File: src/rtl/assert_macros.svh
// Assertion shorthands shared by the RTL files.
`ifndef ASSERT_MACROS_SVH
`define ASSERT_MACROS_SVH

// Check that a property holds at every rising clock edge outside reset.
`define FTL_ASSERT(name, clk, rst_n, prop) \
    name: assert property (@(posedge clk) disable iff (!rst_n) (prop)) \
        else $error("forwarding table assertion failed");

// Check that a condition implies another one in the next cycle.
`define FTL_ASSERT_NEXT(name, clk, rst_n, cond, res) \
    name: assert property (@(posedge clk) disable iff (!rst_n) (cond) |=> (res)) \
        else $error("forwarding table assertion failed");

`endif

File: src/rtl/ftl_pkg.sv
package ftl_pkg;

    // Table geometry
    localparam int ENTRIES = 16;
    localparam int IDX_W   = $clog2(ENTRIES + 1);
    localparam int SLOT_W  = (ENTRIES > 1) ? $clog2(ENTRIES) : 1;

    // Field widths
    localparam int ADDR_W   = 16;
    localparam int HOP_W    = 8;
    localparam int DELAY_W  = 16;
    localparam int STATUS_W = 3;
    localparam int COUNT_W  = 5;
    localparam int REG_W    = 2;
    localparam int DATA_W   = 16;

    typedef enum logic {
        CMD_INSERT = 1'b0,
        CMD_LOOKUP = 1'b1
    } command_t;

    typedef enum logic [STATUS_W-1:0] {
        ST_INSERTED  = 3'd0,
        ST_FULL      = 3'd1,
        ST_DUPLICATE = 3'd2,
        ST_MATCHED   = 3'd3,
        ST_DEFAULT   = 3'd4
    } status_t;

    typedef enum logic [REG_W-1:0] {
        REG_DEFAULT_HOP     = 2'd0,
        REG_DEFAULT_DELAY   = 2'd1,
        REG_DEFAULT_PRESENT = 2'd2
    } reg_index_t;

    typedef enum logic [1:0] {
        S_IDLE,
        S_SEARCH,
        S_FINISH
    } ctrl_state_t;

    // Controller to datapath
    typedef struct packed {
        logic load;
        logic step;
        logic finish;
    } ftl_cmd_t;

    // Datapath to controller
    typedef struct packed {
        logic at_end;
        logic hit;
    } ftl_sts_t;

endpackage

File: src/rtl/ftl_item_if.sv
interface ftl_item_if;
    logic                           valid;
    logic                           ready;
    logic                           command;
    logic [ftl_pkg::ADDR_W-1:0]     dest_address;
    logic [ftl_pkg::HOP_W-1:0]      hop_id;
    logic [ftl_pkg::DELAY_W-1:0]    link_delay;

    modport source (
        output valid, command, dest_address, hop_id, link_delay,
        input  ready
    );
    modport sink (
        input  valid, command, dest_address, hop_id, link_delay,
        output ready
    );
endinterface

File: src/rtl/ftl_result_if.sv
interface ftl_result_if;
    logic                           valid;
    logic                           ready;
    logic [ftl_pkg::STATUS_W-1:0]   status;
    logic                           route_valid;
    logic [ftl_pkg::HOP_W-1:0]      result_hop;
    logic [ftl_pkg::DELAY_W-1:0]    result_delay;
    logic [ftl_pkg::COUNT_W-1:0]    entry_count;

    modport source (
        output valid, status, route_valid, result_hop, result_delay, entry_count,
        input  ready
    );
    modport sink (
        input  valid, status, route_valid, result_hop, result_delay, entry_count,
        output ready
    );
endinterface

File: src/rtl/ftl_cfg_if.sv
interface ftl_cfg_if;
    logic                           valid;
    logic                           ready;
    logic [ftl_pkg::REG_W-1:0]      index;
    logic [ftl_pkg::DATA_W-1:0]     data;

    modport source (
        output valid, index, data,
        input  ready
    );
    modport sink (
        input  valid, index, data,
        output ready
    );
endinterface

File: src/rtl/forwarding_table_lookup.sv
// Exact-match forwarding table with a default route.
// item_in carries one command per item: insert an address with a hop id and
// link delay, or look up an address. result_out returns exactly one item per
// command with status, route_valid, result_hop, result_delay and entry_count.
// cfg writes the default route: index 0 hop, 1 delay, 2 present bit; it is
// always ready and takes effect on the next cycle.
// An item walks the stored entries one per cycle in insertion order and stops
// at the first match or at the fill count. The item is taken in the idle
// state, the walk runs in the search state, and the finish state loads the
// result register and goes back to idle; only then is the next item taken, so
// a new item never starts before the last one is through. Each walk step reads
// the table through its single read port.
// The result sits in an output register; the next item is accepted while it
// waits. If the receiver stalls, the following result is held in its final
// step and the block takes no new item until the register frees.
// Reset empties the table and clears the default route; no clearing pass is
// needed, since entries at or above the fill count are never used.
module forwarding_table_lookup (
    input  logic         clk,
    input  logic         rst_n,
    ftl_item_if.sink     item_in,
    ftl_result_if.source result_out,
    ftl_cfg_if.sink      cfg
);

    ftl_pkg::ftl_cmd_t cmd;
    ftl_pkg::ftl_sts_t sts;

    ftl_ctrl u_ctrl (
        .clk        (clk),
        .rst_n      (rst_n),
        .item_in    (item_in),
        .result_out (result_out),
        .sts        (sts),
        .cmd        (cmd)
    );

    ftl_dp u_dp (
        .clk        (clk),
        .rst_n      (rst_n),
        .item_in    (item_in),
        .result_out (result_out),
        .cfg        (cfg),
        .cmd        (cmd),
        .sts        (sts)
    );

endmodule

File: src/rtl/ftl_dp.sv
`include "assert_macros.svh"

module ftl_dp (
    input  logic              clk,
    input  logic              rst_n,
    ftl_item_if.sink          item_in,
    ftl_result_if.source      result_out,
    ftl_cfg_if.sink           cfg,
    input  ftl_pkg::ftl_cmd_t cmd,
    output ftl_pkg::ftl_sts_t sts
);

    // Held item
    ftl_pkg::command_t               command_reg;
    logic [ftl_pkg::ADDR_W-1:0]      address_reg;
    logic [ftl_pkg::HOP_W-1:0]       hop_reg;
    logic [ftl_pkg::DELAY_W-1:0]     delay_reg;

    // Table storage and walk state
    logic [ftl_pkg::ADDR_W-1:0]      address_store [ftl_pkg::ENTRIES];
    logic [ftl_pkg::HOP_W-1:0]       hop_store     [ftl_pkg::ENTRIES];
    logic [ftl_pkg::DELAY_W-1:0]     delay_store   [ftl_pkg::ENTRIES];
    logic [ftl_pkg::ADDR_W-1:0]      address_rd_reg;
    logic [ftl_pkg::HOP_W-1:0]       hop_rd_reg;
    logic [ftl_pkg::DELAY_W-1:0]     delay_rd_reg;
    logic [ftl_pkg::IDX_W-1:0]       index_reg;
    logic [ftl_pkg::IDX_W-1:0]       index_next;
    logic [ftl_pkg::IDX_W-1:0]       fill_count_reg;
    logic [ftl_pkg::IDX_W-1:0]       fill_count_next;
    logic [ftl_pkg::SLOT_W-1:0]      read_slot;
    logic [ftl_pkg::SLOT_W-1:0]      write_slot;

    // Default route registers
    logic [ftl_pkg::HOP_W-1:0]       default_hop_reg;
    logic [ftl_pkg::DELAY_W-1:0]     default_delay_reg;
    logic                            default_present_reg;

    // Result register
    ftl_pkg::status_t                status_reg;
    ftl_pkg::status_t                status_next;
    logic                            route_valid_reg;
    logic                            route_valid_next;
    logic [ftl_pkg::HOP_W-1:0]       result_hop_reg;
    logic [ftl_pkg::HOP_W-1:0]       result_hop_next;
    logic [ftl_pkg::DELAY_W-1:0]     result_delay_reg;
    logic [ftl_pkg::DELAY_W-1:0]     result_delay_next;
    logic [ftl_pkg::COUNT_W-1:0]     entry_count_reg;

    logic                            found;
    logic                            table_full;
    logic                            write_en;

    // Read ahead at the next walk position so the read register tracks index_reg
    assign read_slot  = index_next[ftl_pkg::SLOT_W-1:0];
    assign write_slot = fill_count_reg[ftl_pkg::SLOT_W-1:0];

    // Compare the walked entry against the held address
    assign sts.at_end = (index_reg == fill_count_reg);
    assign sts.hit    = !sts.at_end && (address_rd_reg == address_reg);

    // Capture the accepted item
    always_ff @(posedge clk)
    begin
        if (cmd.load)
        begin
            command_reg <= ftl_pkg::command_t'(item_in.command);
            address_reg <= item_in.dest_address;
            hop_reg     <= item_in.hop_id;
            delay_reg   <= item_in.link_delay;
        end
    end

    // Walk index
    always_comb
    begin
        index_next = index_reg;
        if (cmd.load)
        begin
            index_next = '0;
        end
        else if (cmd.step)
        begin
            index_next = index_reg + ftl_pkg::IDX_W'(1);
        end
    end

    // Decide the outcome once the walk has stopped
    always_comb
    begin
        found             = !sts.at_end;
        table_full        = (fill_count_reg == ftl_pkg::IDX_W'(ftl_pkg::ENTRIES));
        write_en          = 1'b0;
        status_next       = ftl_pkg::ST_DEFAULT;
        route_valid_next  = 1'b0;
        result_hop_next   = '0;
        result_delay_next = '0;
        if (command_reg == ftl_pkg::CMD_INSERT)
        begin
            if (table_full)
            begin
                status_next = ftl_pkg::ST_FULL;
            end
            else if (found)
            begin
                status_next = ftl_pkg::ST_DUPLICATE;
            end
            else
            begin
                status_next = ftl_pkg::ST_INSERTED;
                write_en    = cmd.finish;
            end
        end
        else if (found)
        begin
            status_next       = ftl_pkg::ST_MATCHED;
            route_valid_next  = 1'b1;
            result_hop_next   = hop_rd_reg;
            result_delay_next = delay_rd_reg;
        end
        else if (default_present_reg)
        begin
            route_valid_next  = 1'b1;
            result_hop_next   = default_hop_reg;
            result_delay_next = default_delay_reg;
        end
        fill_count_next = write_en ? fill_count_reg + ftl_pkg::IDX_W'(1) : fill_count_reg;
    end

    // Walk and fill counters
    always_ff @(posedge clk or negedge rst_n)
    begin
        if (!rst_n)
        begin
            index_reg      <= '0;
            fill_count_reg <= '0;
        end
        else
        begin
            index_reg      <= index_next;
            fill_count_reg <= fill_count_next;
        end
    end

    // Append a new entry at the fill position and read the next walk slot
    always_ff @(posedge clk)
    begin
        if (write_en)
        begin
            address_store[write_slot] <= address_reg;
            hop_store[write_slot]     <= hop_reg;
            delay_store[write_slot]   <= delay_reg;
        end
        address_rd_reg <= address_store[read_slot];
        hop_rd_reg     <= hop_store[read_slot];
        delay_rd_reg   <= delay_store[read_slot];
    end

    // Default route registers
    assign cfg.ready = 1'b1;

    always_ff @(posedge clk or negedge rst_n)
    begin
        if (!rst_n)
        begin
            default_hop_reg     <= '0;
            default_delay_reg   <= '0;
            default_present_reg <= 1'b0;
        end
        else if (cfg.valid)
        begin
            case (cfg.index)
                ftl_pkg::REG_DEFAULT_HOP:
                begin
                    default_hop_reg <= cfg.data[ftl_pkg::HOP_W-1:0];
                end
                ftl_pkg::REG_DEFAULT_DELAY:
                begin
                    default_delay_reg <= cfg.data[ftl_pkg::DELAY_W-1:0];
                end
                ftl_pkg::REG_DEFAULT_PRESENT:
                begin
                    default_present_reg <= cfg.data[0];
                end
                default:
                begin
                end
            endcase
        end
    end

    // Load the result register
    always_ff @(posedge clk)
    begin
        if (cmd.finish)
        begin
            status_reg       <= status_next;
            route_valid_reg  <= route_valid_next;
            result_hop_reg   <= result_hop_next;
            result_delay_reg <= result_delay_next;
            entry_count_reg  <= ftl_pkg::COUNT_W'(fill_count_next);
        end
    end

    assign result_out.status       = status_reg;
    assign result_out.route_valid  = route_valid_reg;
    assign result_out.result_hop   = result_hop_reg;
    assign result_out.result_delay = result_delay_reg;
    assign result_out.entry_count  = entry_count_reg;

    `FTL_ASSERT(a_fill_bound, clk, rst_n, fill_count_reg <= ftl_pkg::IDX_W'(ftl_pkg::ENTRIES))
    `FTL_ASSERT_NEXT(a_fill_hold, clk, rst_n, !cmd.finish, $stable(fill_count_reg))
    `FTL_ASSERT(a_step_in_range, clk, rst_n, cmd.step |-> (!sts.at_end && !sts.hit))

endmodule

File: src/rtl/ftl_ctrl.sv
`include "assert_macros.svh"

module ftl_ctrl (
    input  logic              clk,
    input  logic              rst_n,
    ftl_item_if.sink          item_in,
    ftl_result_if.source      result_out,
    input  ftl_pkg::ftl_sts_t sts,
    output ftl_pkg::ftl_cmd_t cmd
);

    ftl_pkg::ctrl_state_t state_reg;
    ftl_pkg::ctrl_state_t state_next;
    logic                 out_valid_reg;
    logic                 out_valid_next;
    logic                 slot_free;
    logic                 item_accept;

    assign slot_free   = !out_valid_reg || result_out.ready;
    assign item_accept = item_in.valid && item_in.ready;

    // Next state and commands
    always_comb
    begin
        state_next    = state_reg;
        item_in.ready = 1'b0;
        cmd           = '0;
        case (state_reg)
            ftl_pkg::S_IDLE:
            begin
                item_in.ready = 1'b1;
                if (item_in.valid)
                begin
                    cmd.load   = 1'b1;
                    state_next = ftl_pkg::S_SEARCH;
                end
            end
            ftl_pkg::S_SEARCH:
            begin
                if (sts.at_end || sts.hit)
                begin
                    state_next = ftl_pkg::S_FINISH;
                end
                else
                begin
                    cmd.step = 1'b1;
                end
            end
            ftl_pkg::S_FINISH:
            begin
                if (slot_free)
                begin
                    cmd.finish = 1'b1;
                    state_next = ftl_pkg::S_IDLE;
                end
            end
            default:
            begin
                state_next = ftl_pkg::S_IDLE;
            end
        endcase
    end

    // Hold the result until the receiver takes it
    always_comb
    begin
        out_valid_next = out_valid_reg;
        if (cmd.finish)
        begin
            out_valid_next = 1'b1;
        end
        else if (result_out.ready)
        begin
            out_valid_next = 1'b0;
        end
    end

    always_ff @(posedge clk or negedge rst_n)
    begin
        if (!rst_n)
        begin
            state_reg     <= ftl_pkg::S_IDLE;
            out_valid_reg <= 1'b0;
        end
        else
        begin
            state_reg     <= state_next;
            out_valid_reg <= out_valid_next;
        end
    end

    assign result_out.valid = out_valid_reg;

    `FTL_ASSERT_NEXT(a_accept_search, clk, rst_n, item_accept, state_reg == ftl_pkg::S_SEARCH)
    `FTL_ASSERT_NEXT(a_finish_shows, clk, rst_n, cmd.finish, out_valid_reg)
    `FTL_ASSERT(a_no_overwrite, clk, rst_n, (out_valid_reg && !result_out.ready) |-> !cmd.finish)

endmodule

File: src/flat_wrapper.sv
// flat-port wrapper written by rule: the top's interface ports become plain ports
module forwarding_table_lookup_flat 
  (clk, rst_n, item_in_valid, item_in_command, item_in_dest_address, item_in_hop_id, item_in_link_delay, item_in_ready, result_out_valid, result_out_status, result_out_route_valid, result_out_result_hop, result_out_result_delay, result_out_entry_count, result_out_ready, cfg_valid, cfg_index, cfg_data, cfg_ready);
  ftl_item_if item_in_i ();
  ftl_result_if result_out_i ();
  ftl_cfg_if cfg_i ();
  input  logic clk;
  input  logic rst_n;
  input wire logic [$bits(item_in_i.valid)-1:0] item_in_valid;
  input wire logic [$bits(item_in_i.command)-1:0] item_in_command;
  input wire logic [$bits(item_in_i.dest_address)-1:0] item_in_dest_address;
  input wire logic [$bits(item_in_i.hop_id)-1:0] item_in_hop_id;
  input wire logic [$bits(item_in_i.link_delay)-1:0] item_in_link_delay;
  output wire logic [$bits(item_in_i.ready)-1:0] item_in_ready;
  output wire logic [$bits(result_out_i.valid)-1:0] result_out_valid;
  output wire logic [$bits(result_out_i.status)-1:0] result_out_status;
  output wire logic [$bits(result_out_i.route_valid)-1:0] result_out_route_valid;
  output wire logic [$bits(result_out_i.result_hop)-1:0] result_out_result_hop;
  output wire logic [$bits(result_out_i.result_delay)-1:0] result_out_result_delay;
  output wire logic [$bits(result_out_i.entry_count)-1:0] result_out_entry_count;
  input wire logic [$bits(result_out_i.ready)-1:0] result_out_ready;
  input wire logic [$bits(cfg_i.valid)-1:0] cfg_valid;
  input wire logic [$bits(cfg_i.index)-1:0] cfg_index;
  input wire logic [$bits(cfg_i.data)-1:0] cfg_data;
  output wire logic [$bits(cfg_i.ready)-1:0] cfg_ready;
  assign item_in_i.valid = item_in_valid;
  assign item_in_i.command = item_in_command;
  assign item_in_i.dest_address = item_in_dest_address;
  assign item_in_i.hop_id = item_in_hop_id;
  assign item_in_i.link_delay = item_in_link_delay;
  assign item_in_ready = item_in_i.ready;
  assign result_out_valid = result_out_i.valid;
  assign result_out_status = result_out_i.status;
  assign result_out_route_valid = result_out_i.route_valid;
  assign result_out_result_hop = result_out_i.result_hop;
  assign result_out_result_delay = result_out_i.result_delay;
  assign result_out_entry_count = result_out_i.entry_count;
  assign result_out_i.ready = result_out_ready;
  assign cfg_i.valid = cfg_valid;
  assign cfg_i.index = cfg_index;
  assign cfg_i.data = cfg_data;
  assign cfg_ready = cfg_i.ready;
  forwarding_table_lookup u_core (.clk(clk), .rst_n(rst_n), .item_in(item_in_i), .result_out(result_out_i), .cfg(cfg_i));
endmodule
File: config.mk
export PLATFORM = sky130hd
export DESIGN_NAME = forwarding_table_lookup_flat
export DESIGN_NICKNAME = d
export VERILOG_FILES = /design/src/rtl/ftl_pkg.sv /design/src/rtl/ftl_item_if.sv /design/src/rtl/ftl_result_if.sv /design/src/rtl/ftl_cfg_if.sv /design/src/rtl/forwarding_table_lookup.sv /design/src/rtl/ftl_dp.sv /design/src/rtl/ftl_ctrl.sv /design/src/flat_wrapper.sv
export VERILOG_INCLUDE_DIRS = /design/src /design/src/rtl
export SDC_FILE = /design/constraint.sdc
export NUM_CORES = 1
export LEC_CHECK = 0
export ABC_AREA = 1
export BUFFER_PORTS_ARGS = -buffer_cell sky130_fd_sc_hd__clkbuf_2
export CAP_MARGIN = 5
export CORE_AREA = 3 3 272 274
export CTS_BUF_LIST = sky130_fd_sc_hd__clkbuf_8
export CTS_CLUSTER_SIZE = 30
export DETAILED_ROUTE_END_ITERATION = 8
export DIE_AREA = 0 0 275 277
export PLACE_DENSITY_LB_ADDON = 0.05
export SYNTH_ARGS = -nofsm -noshare
export SYNTH_HDL_FRONTEND = slang
export SYNTH_SLANG_ARGS = --single-unit
File: constraint.sdc
create_clock -name clk -period 6.96 [get_ports clk]
set_input_delay 0.348 -clock clk [delete_from_list [all_inputs] [get_ports clk]]
set_output_delay 0.348 -clock clk [all_outputs]
set_load 0.01 [all_outputs]
# ---- After elaboration in Yosys (flattened, before gate mapping)
# Memories as Yosys holds them, arrays and structs flattened. A register that Yosys moved wholly into a read port is not among the register bits.
# Index checks and enable logic that the tools add are counted.
# Widths: inputs -> output; s select.
dict set report op_classes {
  addsub 2
  n_mul 0
  n_div 0
  order_cmp 0
  eq_ne 10
  shift 0
  muxes 31
  bitwise_logic 0
  reduce_logical 13
}
# op count
set ops {}
lappend ops {{$mux 16} 2}
lappend ops {{$eq 16x16->1} 1}
lappend ops {{$mux 1} 16}
lappend ops {{$mux 8} 2}
lappend ops {{$mux 5} 3}
lappend ops {{$add 5x1->5 const B} 2}
lappend ops {{$mux 2} 5}
lappend ops {{$mux 3} 2}
lappend ops {{$ne 2x2->1 const B} 3}
lappend ops {{$pmux 2 s3} 1}
lappend ops {{$reduce_and 2->1} 3}
lappend ops {{$eq 5x5->1} 1}
lappend ops {{$eq 5x5->1 const B} 1}
lappend ops {{$eq 2x1->1 const B} 2}
lappend ops {{$eq 2x2->1 const B} 2}
lappend ops {{$logic_not 2->1} 2}
lappend ops {{$reduce_bool 2->1} 2}
lappend ops {{$reduce_and 3->1} 1}
lappend ops {{$logic_not 1->1} 2}
lappend ops {{$logic_or 1x1->1} 2}
lappend ops {{$logic_and 1x1->1} 1}
dict set report totals {
  register_bits 112
  latchBits 0
  ram_bits 640
  romBits 0
  in_bits 64
  out_inout_bits 36
  elab_cells 76
  mem_count 3
}
# name depth width read_ports rd_ports_with_merged_regs write_ports line_no
set mem_list {}
lappend mem_list {u_core.u_dp.address_store 16 16 1 1 1 ftl_dp.sv:20} ;# logic [ftl_pkg::ADDR_W-1:0] address_store [ftl_pkg::ENTRIES];
lappend mem_list {u_core.u_dp.delay_store 16 16 1 1 1 ftl_dp.sv:22} ;# logic [ftl_pkg::DELAY_W-1:0] delay_store [ftl_pkg::ENTRIES];
lappend mem_list {u_core.u_dp.hop_store 16 8 1 1 1 ftl_dp.sv:21} ;# logic [ftl_pkg::HOP_W-1:0] hop_store [ftl_pkg::ENTRIES];

# ---- Depth between registers and ports, before layout
dict set report logic_depth {
  word_depth 9
  mapped_depth 17
}

# ---- Worst setup path before layout
# Ideal clock, no wire load.
dict set report synth_timing {
  kind {register -> register}
  startpoint {register u_core.u_ctrl.state_reg[0]}
  endpoint {register u_core.u_dp.entry_count_reg, in the netlist u_core.u_dp.result_out.entry_count[4], data pin}
  t_arrival_ns 4.516
  path_slack_ns 2.073
  path_stages_with_launch 10
  path_cell_list {dfrtp_1 inv_1 nand2_1 nor2_1 and3_1 nand2_1 inv_1 nand2_1 nor2_1 xor2_1}
}
# item line_no
set synth_lines {}
lappend synth_lines {{start: declaration} ftl_ctrl.sv:12} ;# ftl_pkg::ctrl_state_t state_reg;
lappend synth_lines {{start signal: assignment} ftl_ctrl.sv:82} ;# state_reg <= ftl_pkg::S_IDLE;
lappend synth_lines {{start signal: assignment} ftl_ctrl.sv:87} ;# state_reg <= state_next;
lappend synth_lines {{end signal: assignment} ftl_dp.sv:200} ;# entry_count_reg <= ftl_pkg::COUNT_W'(fill_count_next);
lappend synth_lines {{end: declaration} ftl_dp.sv:47} ;# logic [ftl_pkg::COUNT_W-1:0] entry_count_reg;

# ---- Worst setup path in the final report
dict set report layout_timing {
  startpoint {register u_core.u_dp.address_reg[2] in the netlist's numbering}
  endpoint {register u_core.u_dp.hop_rd_reg[5] in the netlist's numbering (read register of u_core.u_dp.hop_store)}
}
dict set report layout_between {
  elab_chain_len 7
}
# item line_no
set layout_rtl {}
lappend layout_rtl {{start: declaration} ftl_dp.sv:15} ;# logic [ftl_pkg::ADDR_W-1:0] address_reg;
lappend layout_rtl {{start signal: assignment} ftl_dp.sv:67} ;# address_reg <= item_in.dest_address;
lappend layout_rtl {{$eq 16x16->1} ftl_dp.sv:59} ;# assign sts.hit = !sts.at_end && (address_rd_reg == address_reg);
lappend layout_rtl {{$logic_and 1x1->1} ftl_dp.sv:59}
lappend layout_rtl {{$logic_or 1x1->1} ftl_ctrl.sv:40} ;# if (sts.at_end || sts.hit)
lappend layout_rtl {{$mux 1} ftl_ctrl.sv:40}
lappend layout_rtl {{$mux 1} ftl_ctrl.sv:28} ;# case (state_reg)
lappend layout_rtl {{$mux 5} ftl_dp.sv:81} ;# else if (cmd.step)
lappend layout_rtl {{$mux 5} ftl_dp.sv:77} ;# if (cmd.load)
lappend layout_rtl {{end: declaration} ftl_dp.sv:24} ;# logic [ftl_pkg::HOP_W-1:0] hop_rd_reg;
# Every way passes these cells. The select of a mux whose other input is x is not followed.
# A chain may end at the register's enable or synchronous reset.

==> metrics.csv <==
stage,metric,value,unit
synth,yosysSeqAreaShare,67.5,%
sta,setup_viol,0,
flow_run,drv_cap,0,
route,viasPerCell,5.40,
power_and_ir_drop,combPwrFrac,36.8,%
power_and_ir_drop,total_power,15900,uW
layout,fin_nets,3416,
synth,avgSynthCellArea,10.7,um^2
floorplanning,core_region_area,71600,um^2
power_and_ir_drop,swShare,40.2,%
route,wire_per_inst,21.2,um
placement,hpwl,43.7,mm
floorplanning,die-area,76200,um^2
sta,final.setup_skew,0.0332,ns
route,drc,0,
critical_path,cpMostUsedCell,nand2_1,
grt,gr-usage-all-layers,24.8,%
synth,ys.flop_type,edfxtp_1,
sta,fin_ws,2.37,ns
layout,reg_top3,"u_core.u_dp.address_store (256), u_core.u_dp.delay_store (256), u_core.u_dp.hop_store (128)",
synth,synth_nets,3290,
grt,use_met2,38.7,%
critical_path,crit_type,flip-flop to flip-flop,
grt,grt_pass1_wl,142,mm
synth,synthMuxAreaShare,0.0328,%
synth,yosysWarningCount,0,
synth,synth_xor_area_share,0.153,%
clocking,cts_root_buffer,clkbuf_8,
synth,synth-simple-area-share,20.5,%
synth,synth_compound_area_share,0.790,%
synth,synth_edf_count,714,
status,status,completed,
grt,gr-usage-met1,35.4,%
route,drtIter0Drc,2334,
synth,synth_top_area_cell,edfxtp_1,
power_and_ir_drop,clkPwrFrac,25.3,%
route,dr.pass1.iters,8,
sta,layout_min_cycle_time,4.59,ns
layout,multi_input_area,7610,um^2
synth,ys_async_sr_fraction,4.80,%
critical_path,path_depth,16,
sta,rsz0062_at_grt,false,
clocking,ctsLongestPathBuffers,3,
sta,timing.final.hold_violations,0,
grt,grt_pass1_vias,23260,
synth,synth_top_cell_area_share,62.4,%
critical_path,cp_max_fo,160,
grt,grt_max_degree,179,
grt,overflow,0,
sta,period_share,65.9,%
critical_path,reg2reg_depth,16,
clocking,cts_tree,yes,
sta,clock.fmax,218,MHz
synth,synthTopCellsByArea,"edfxtp_1 (62%), nand3_1 (8.6%), inv_1 (7.6%)",
critical_path,crit_chain,"inv_1, nand2_1, nand2_1, nor2_1, nand2_1, nor2_1, nand2_1, nand2_2, nand2_8, nand3_4, buf_12, nand2_1, nand3_1, nand3_1, nand3_1, nand2_1",
sta,drv_slew,0,
critical_path,startpoint_type,flip-flop,
grt,grt_antenna_before_repair,4,
route,routed_wl,93.6,mm
placement,pre_cts_ws,2.39,ns
layout,area_delta_synth_final,12.7,%
placement,gp_congestion,0.761,
floorplanning,num_io_pins,100,
clocking,cts_buffers,137,
power_and_ir_drop,powerDensity,410,nW/um^2
placement,port_buffers,98,
power_and_ir_drop,ir_worst_vdd,0.000322,V
grt,met3_usage,4.09,%
synth,synth-seq-cells,792,
layout,fill_cells,6452,
floorplanning,rows,98,
clocking,path_clk_slew,0.06,ns
clocking,clkSinkCount,792,
sta,worst_pin_slew,1.25,ns
synth,synth_top_family_by_area,simple AND/OR/NAND/NOR gates,
clocking,clkLatencyLatePin,0.78,ns
worst_hold_path,hold_class,primary input to async pin,
critical_path,cp_slowest_cell,nand3_4,
synth,syn-instance-count,3221,
sta,relSlewSlack,16.4,%
power_and_ir_drop,leakagePower,0.0166,uW
floorplanning,die-height,277,um
power_and_ir_drop,internal-power,9500,uW
critical_path,cp.buffers_inverters,2,
route,antenna_left,0,
synth,synth_cell_types,32,
synth,synth_area,34400,um^2
critical_path,end_kind,flip-flop,
route,vias,23808,
synth,synth_fa_ha_area_share,0.182,%
sta,tns,0,ns
clocking,cts_setup_buffers,0,
placement,place_area,35500,um^2
critical_path,critPathMaxStageDelay,0.85,ns
floorplanning,initial_core_util,48.0,%
floorplanning,die_x,275,um
critical_path,critPathTopFamily,simple AND/OR/NAND/NOR gates,
critical_path,worstPathRequired,7.60,ns
power_and_ir_drop,p_sw,6380,uW
clocking,h-tree-depth,4,
layout,drive_above_1_share,9.89,%
layout,stdcell_area,38700,um^2
power_and_ir_drop,p_seq_share,37.9,%
layout,regArea,23200,um^2
critical_path,worstPathArrival,5.23,ns
grt,busiest_layer,met2,
## per-layer routing
layer / vias up / routed length (um) / part of all wire [%]
li1: 11145 / - / -
met5: - / 0 / 0
met3: 169 / 6230 / 6.7
met4: 0 / 2360 / 2.5
met1: 11607 / 42100 / 45
met2: 887 / 42900 / 46
## Yosys cell counts, types with 2 or more instances
| cell type | count |
|---|---|
| a21oi_1 | 25 |
| o21ai_0 | 27 |
| clkinv_1 | 2 |
| buf_1 | 15 |
| dfrtp_1 | 38 |
| inv_1 | 699 |
| xnor2_1 | 3 |
| nand4_1 | 321 |
| clkbuf_1 | 53 |
| nand2_2 | 2 |
| buf_4 | 42 |
| nand3_2 | 4 |
| ha_1 | 5 |
| buf_2 | 101 |
| inv_2 | 5 |
| nand2_1 | 468 |
| nand3_1 | 591 |
| nor2_1 | 52 |
| dfxtp_1 | 40 |
| xor2_1 | 3 |
| edfxtp_1 | 714 |
## timing repair
item                                   in CTS  in global routing
endpoints found under the hold margin     106                  0
resized for setup                           0                  0
hold buffers                               62                  0
## cell usage in the layout (no fill, tap or decap), types with 2 or more instances in the layout
master and n:
inv_1 763, edfxtp_1 714, nand3_1 591, nand2_1 467, nand4_1 321, clkbuf_8 156, clkbuf_2 98, dlygate4sd3_1 62
dfxtp_1 40, dfrtp_1 38, nor2_1 35, buf_4 35, o21ai_0 27, a21oi_1 25, nor2_4 19, clkinv_1 15
clkinvlp_4 7, ha_1 5, inv_2 4, nand3_4 4, clkinv_2 4, buf_12 4, xor2_1 3, xnor2_1 3
bufinv_16 3, diode_2 2, inv_6 2
## per-stage QoR
stage / instances / util [%] / hold slack [ns]
after floorplan: 3221 / - / 0.0524
after detailed placement: 4096 / 49.6 / 0.475
after global placement: 4096 / 49.6 / 0.469
after global routing: 4409 / 54.1 / 0.229
after CTS: 4407 / 54.1 / 0.213
final: 4409 / 54.1 / 0.285
## power by group through the flow
stage	sequential, uW	combinational, uW	clock (uW)
6_report	6020	5840	4020
5_1_grt	6060	6510	4330
4_1_cts	6020	5840	4120
3_5_place_dp	6110	5790	0
3_3_place_gp	6100	5710	0
2_1_floorplan	5940	4420	0
## final timing paths
path / start / end / slack, ns
max in group asynchronous: rst_n / u_core.u_dp.default_delay_reg[15] / 6.01
min in group clk: item_in_dest_address[2] / u_core.u_dp.address_reg[2] / 0.29
worst min-delay path: rst_n / u_core.u_dp.default_hop_reg[3] / 0.28
worst max register to register: u_core.u_dp.address_reg[2] / u_core.u_dp.hop_rd_reg[5] / 2.37
worst min register to register: u_core.u_dp.default_delay_reg[4] / u_core.u_dp.default_delay_reg[4] / 0.49
worst max-delay path: u_core.u_dp.address_reg[2] / u_core.u_dp.hop_rd_reg[5] / 2.37
## cells by family after synthesis
logic type	after synthesis
and+or+nand+nor	1444
AOI/OAI and AO/OA	54
other	1
DFF	792
muxes	1
xor gates and xnor gates	6
adders and majority gates	5
buffers and inverters	918
## layout make-up
cell class	count	share of cell area, %
inverters	706	6.86
flip-flops and latches	792	59.9
well taps	950	3.07
repair buffers	199	3.75
clock inverters	93	1.21
clock buffers	156	5.54
multi-input cells	1511	19.7
diodes	2	0.0129
No activity file was read; power rests on OpenSTA's default activity.
